===== src/sv/lc3b_pkg.sv =====
// Package for the LC-3b executor: item kinds, opcodes and shared helpers.
// No dependencies.
`timescale 1ns / 1ps
`default_nettype none
package lc3b_pkg;
  typedef enum logic [1:0] {
    KIND_WRITE = 2'd0,
    KIND_EXEC  = 2'd1,
    KIND_SETPC = 2'd2,
    KIND_NONE  = 2'd3
  } kind_t;

  localparam logic [3:0] OP_BR   = 4'd0;
  localparam logic [3:0] OP_ADD  = 4'd1;
  localparam logic [3:0] OP_LDB  = 4'd2;
  localparam logic [3:0] OP_STB  = 4'd3;
  localparam logic [3:0] OP_JSR  = 4'd4;
  localparam logic [3:0] OP_AND  = 4'd5;
  localparam logic [3:0] OP_LDW  = 4'd6;
  localparam logic [3:0] OP_STW  = 4'd7;
  localparam logic [3:0] OP_XOR  = 4'd9;
  localparam logic [3:0] OP_JMP  = 4'd12;
  localparam logic [3:0] OP_SHF  = 4'd13;
  localparam logic [3:0] OP_LEA  = 4'd14;
  localparam logic [3:0] OP_TRAP = 4'd15;

  localparam logic [2:0] CC_N = 3'b100;
  localparam logic [2:0] CC_Z = 3'b010;
  localparam logic [2:0] CC_P = 3'b001;

  // ALU operation codes for the shared unit
  typedef enum logic [2:0] {
    ALU_ADD, ALU_AND, ALU_XOR, ALU_SHL, ALU_SHRL, ALU_SHRA
  } alu_op_t;

  function automatic logic [2:0] codes_of(input logic [15:0] v);
    if (v == 16'd0) return CC_Z;
    return v[15] ? CC_N : CC_P;
  endfunction
endpackage
`default_nettype wire


===== src/sv/lc3b_alu.sv =====
// Shared arithmetic unit: add, logic and shifts, used for the executor's PC, address and data math.
// Depends on lc3b_pkg.
`timescale 1ns / 1ps
`default_nettype none
module lc3b_alu (
  input  wire lc3b_pkg::alu_op_t op,
  input  wire logic [15:0]       a,
  input  wire logic [15:0]       b,
  output logic [15:0]            y
);
  import lc3b_pkg::*;

  always_comb begin
    case (op)
      ALU_ADD:  y = a + b;
      ALU_AND:  y = a & b;
      ALU_XOR:  y = a ^ b;
      ALU_SHL:  y = a << b[3:0];
      ALU_SHRL: y = a >> b[3:0];
      ALU_SHRA: y = 16'($signed(a) >>> b[3:0]);
      default:  y = a + b;
    endcase
  end
endmodule
`default_nettype wire


===== config.mk =====
export PLATFORM = sky130hd
export DESIGN_NAME = lc3b_alu
export DESIGN_NICKNAME = d
export VERILOG_FILES = /design/src/sv/lc3b_pkg.sv /design/src/sv/lc3b_alu.sv
export SDC_FILE = /design/constraint.sdc
export NUM_CORES = 1
export LEC_CHECK = 0
export BUFFER_PORTS_ARGS = -buffer_cell sky130_fd_sc_hd__buf_2
export CAP_MARGIN = 40
export CORE_UTILIZATION = 45
export DETAILED_ROUTE_END_ITERATION = 6
export PLACE_DENSITY_LB_ADDON = 0.2
export SLEW_MARGIN = 30
export SYNTH_ARGS = -nofsm -noshare
export SYNTH_HDL_FRONTEND = slang
export SYNTH_SLANG_ARGS = --single-unit

===== constraint.sdc =====
create_clock -name vclk -period 3.95
set_input_delay 0.1975 -clock vclk [all_inputs]
set_output_delay 0.1975 -clock vclk [all_outputs]
set_load 0.03 [all_outputs]

[Word level (Yosys, flattened, before mapping)]
Index checks and enable logic that the tools add are counted.
Cells by class
  equality and inequality tests: 5
  shift-type cells: 3
  add/subtract/negate cells: 1
  bitwise gates (word level): 2
  muxes and demuxes: 1
Operators by type and width (number)
  $pmux W16 S5: 1
  $add A16 B16 Y16: 1
  $and A16 B16 Y16: 1
  $shl A16 B4 Y16: 1
  $shr A16 B4 Y16: 1
  $sshr A16 B4 Y16: 1
  $xor A16 B16 Y16: 1
  $eq A3 B2 Y1 const B: 2
  $eq A3 B3 Y1 const B: 2
  $eq A3 B1 Y1 const B: 1
Word-level totals
  register bits after elaboration: 0
  output and inout port bits: 16
  bits of input ports: 35
  logic and storage cells: 12

[Depth between registers and ports, before layout]
  depth in word-level cells: 2
  depth in mapped cells: 11
  depth with buffers taken out: 7

[Worst setup path after synthesis]
Ideal clock, no wire load.
  path type: input port to output port
  from: input port b[0]
  to: output port y[14]
  data arrival time: 2.714 ns
  slack: 1.039 ns
  path buffers: 4
  stages: 10
  cell sequence: buf_6 > buf_2 > buf_4 > buf_2 > inv_1 > ha_1 > mux4_2 > and3_1 > or4_1 > a311o_1
Between the ends
  longest elaborated chain between the ends: 2
  elaborated cells between the ends (all ways): 5
  those cells by class: add/sub (1); shift (3); mux (1)
Ends and longest elaborated chain
  from (decl): line lc3b_alu.sv:8  | input wire logic [15:0] b,
  $add A16 B16 Y16, or another cell as far along: line lc3b_alu.sv:15, lc3b_alu.sv:21
  $pmux W16 S5 (*): line lc3b_alu.sv:14  | case (op)
  to (decl): line lc3b_alu.sv:9  | output logic [15:0] y
Mark *: on every way between the ends. The rest lies on a longest branch, timed or not.

[Worst setup path in the final report]
  from: input port b[1]
  to: output port y[14]
The elaborated chain is that of the path after synthesis.

==> impl_metrics.py <==
metrics = {
    "yosys": {
        "synth_area_leaders": "mux4_2 (20%), ha_1 (7.9%), nor2_1 (5.5%), a21oi_1 (5.4%), o21ai_0 (4.2%)",
        "synthTopCellsByCount": "nor2_1 (42), a21oi_1 (31), clkbuf_1 (26)",
        "ys_types": 67,
        "synth-simple-area-share": 0.197,
        "synth_fa_ha_area_frac": 0.0856,
        "postSynthCellCount": 380,
        "synthesis.nets": 434,
        "synthMuxAreaShare": 0.275,
        "synth.largest_area_cell": "mux4_2",
        "synth_xor_xnor_area_share": 0.0275,
        "ys_seq_area_frac": 0,
        "yosysTopAreaCellShare": 0.196,
        "synth_compound_area_frac": 0.347,
        "synth_area_mm2": 0.00287,
        "synth_warnings": 0,
        "synth_top_family_by_area": "compound AO/OA/AOI/OAI gates",
        "yosysMostFrequentCell": "nor2_1",
        "syn_area_per_cell_um2": 7.54,
    },
    "grt": {
        "grt.total_usage": 0.307,
        "antenna_found_initial": 0,
        "grt_max_degree": 34,
        "grt_pass1_wl_um": 15800,
        "grt_pass1_vias": 3060,
        "gr-total-overflow": 0,
    },
    "pwr": {
        "leakage_uw": 0.00123,
        "powerDensity_mw_per_mm2": 163,
        "sequentialPowerShare": 0,
        "total_power_uw": 510,
        "clockPowerShare": 0,
        "sw_frac_of_total": 0.612,
        "combPwrFrac": 1.000,
        "p_int_uw": 198,
        "peakVddDrop_mv": 0.108,
        "power.switching_uw": 312,
    },
    "finish": {
        "area_growth_pct": 8.86,
        "diodes": 0,
        "seqCellArea_um2": 0,
        "layout-drive-gt1-share": 0.226,
        "final_nets": 458,
        "clkbuf_count": 0,
        "filler_cell_count": 598,
        "nFlopsAndLatches": 0,
    },
    "sta": {
        "setup_tns_ns": 0,
        "finalSetupViolCount": 0,
        "slew_viol_final": 0,
        "rsz0062_at_grt": "false",
        "max_freq_mhz": 327,
        "min_period_over_period": 0.774,
        "tightestPinTransition_ns": 0.803,
        "relSlewSlack": 0.464,
        "min_period_ns": 3.06,
        "hold_viol_final": 0,
    },
    "hold_path": {
        "min_from": "b[15]",
        "min_path_cells": 6,
        "hp-class": "in2out",
        "hold_path_end": "y[15]",
    },
    "place": {
        "dp_hpwl_um": 7420,
        "port_buffers": 51,
        "gp_congestion": 0.988,
    },
    "worst_setup_path": {
        "required_ns": 3.75,
        "crit_type": "in2out",
        "critPathCaptureType": "output pin",
        "arrival_ns": 2.86,
        "worst-path-max-fanout": 26,
        "startpoint_type": "input pin",
    },
    "clock_tree": {
        "postCtsSetupBuffers": 0,
        "cts_resized": 0,
        "cts_hold_buf": 0,
    },
    "floorplanning": {
        "rows": 28,
        "fp.dieH_um": 81.8,
        "die_w_um": 81.8,
        "core_area_mm2": 0.00603,
        "initial_core_util": 0.476,
        "io_pins": 51,
        "die_area_mm2": 0.00669,
    },
    "routing": {
        "first_pass_iters": 5,
        "via_per_inst": 7.19,
        "drt_iter0_drc": 416,
        "num_vias": 3430,
        "remaining_drc_errors": 0,
        "wl_per_cell_um": 21.2,
        "drt-total-wl_um": 10100,
        "ant_nets": 0,
    },
    "run": {
        "max_cap_violations": 0,
    },
    "status": {
        "status": "completed",
    },
}
-- worst max-delay path by stage --
| stage | from | end | depth (start not counted) |
|---|---|---|---|
| after floorplan | b[0] | y[14] | 10 |
| after global placement | b[0] | y[14] | 9 |
| after detailed placement | b[0] | y[14] | 8 |
| after CTS | b[0] | y[14] | 8 |
| after global routing | b[1] | y[14] | 7 |
| final | b[1] | y[14] | 7 |
-- cell type report --
| cell class | instances | area [µm²] | area share |
|---|---|---|---|
| multi-input combinational | 333 | 2670 | 0.856 |
| timing repair buffer | 57 | 309 | 0.0990 |
| tap | 75 | 93.8 | 0.0301 |
| inverter | 12 | 45.0 | 0.0144 |
-- worst max-delay path: stages --
cell and delay (ns):
buf_2 0.46, clkinv_1 0.46, mux4_2 0.58, and3_1 0.21, or4_1 0.39, a311o_1 0.35
buf_2 0.19
-- power groups by stage --
stage          registers (µW)  logic [µW]  clock network (µW)
6_report                    0         510                   0
5_1_grt                     0         547                   0
2_1_floorplan               0         364                   0
4_1_cts                     0         498                   0
3_5_place_dp                0         496                   0
3_3_place_gp                0         493                   0
-- per-stage QoR --
stage	hold slack (ns)	worst slack [ns]	std cells	cell area (µm²)	utilization
6_report	1.02	0.894	477	3120	0.518
3_3_place_gp	0.999	0.941	475	3100	0.514
4_1_cts	1.02	0.894	476	3100	0.515
2_1_floorplan	0.840	1.04	380	2870	-
5_1_grt	1.06	0.874	477	3120	0.518
3_5_place_dp	1.02	0.901	476	3100	0.515
-- layer usage --
layer | track usage | up-vias | wire length (µm)
met5 | 0 | - | 0
met4 | 0.107 | 0 | 360
met3 | 0.0456 | 30 | 957
met2 | 0.474 | 217 | 4490
met1 | 0.434 | 1629 | 4290
li1 | - | 1554 | -
-- cells in the final DEF (no fill, tap or decap), drive strengths merged, types with 4 or more instances in the layout --
master and count:
a2111oi 4, a211oi 4, a21o 7, a21oi 31
a22oi 8, a31oi 5, buf 57, ha 18
inv 11, mux2 11, mux2i 9, mux4 25
nand2 22, nand3b 6, nor2 42, nor2b 12
nor3 10, o211ai 9, o21a 6, o21ai 27
o221ai 6, o31ai 7, xnor2 5, xor2 4
-- cell families after synthesis --
group                    count (synthesis)
AO/OA/AOI/OAI                          146
XOR/XNOR                                 9
adder cells (fa/ha/maj)                 19
buffers and inverters                   47
multiplexers                            45
AND/OR/NAND/NOR                        114
No activity file was read; power rests on OpenSTA's default activity.
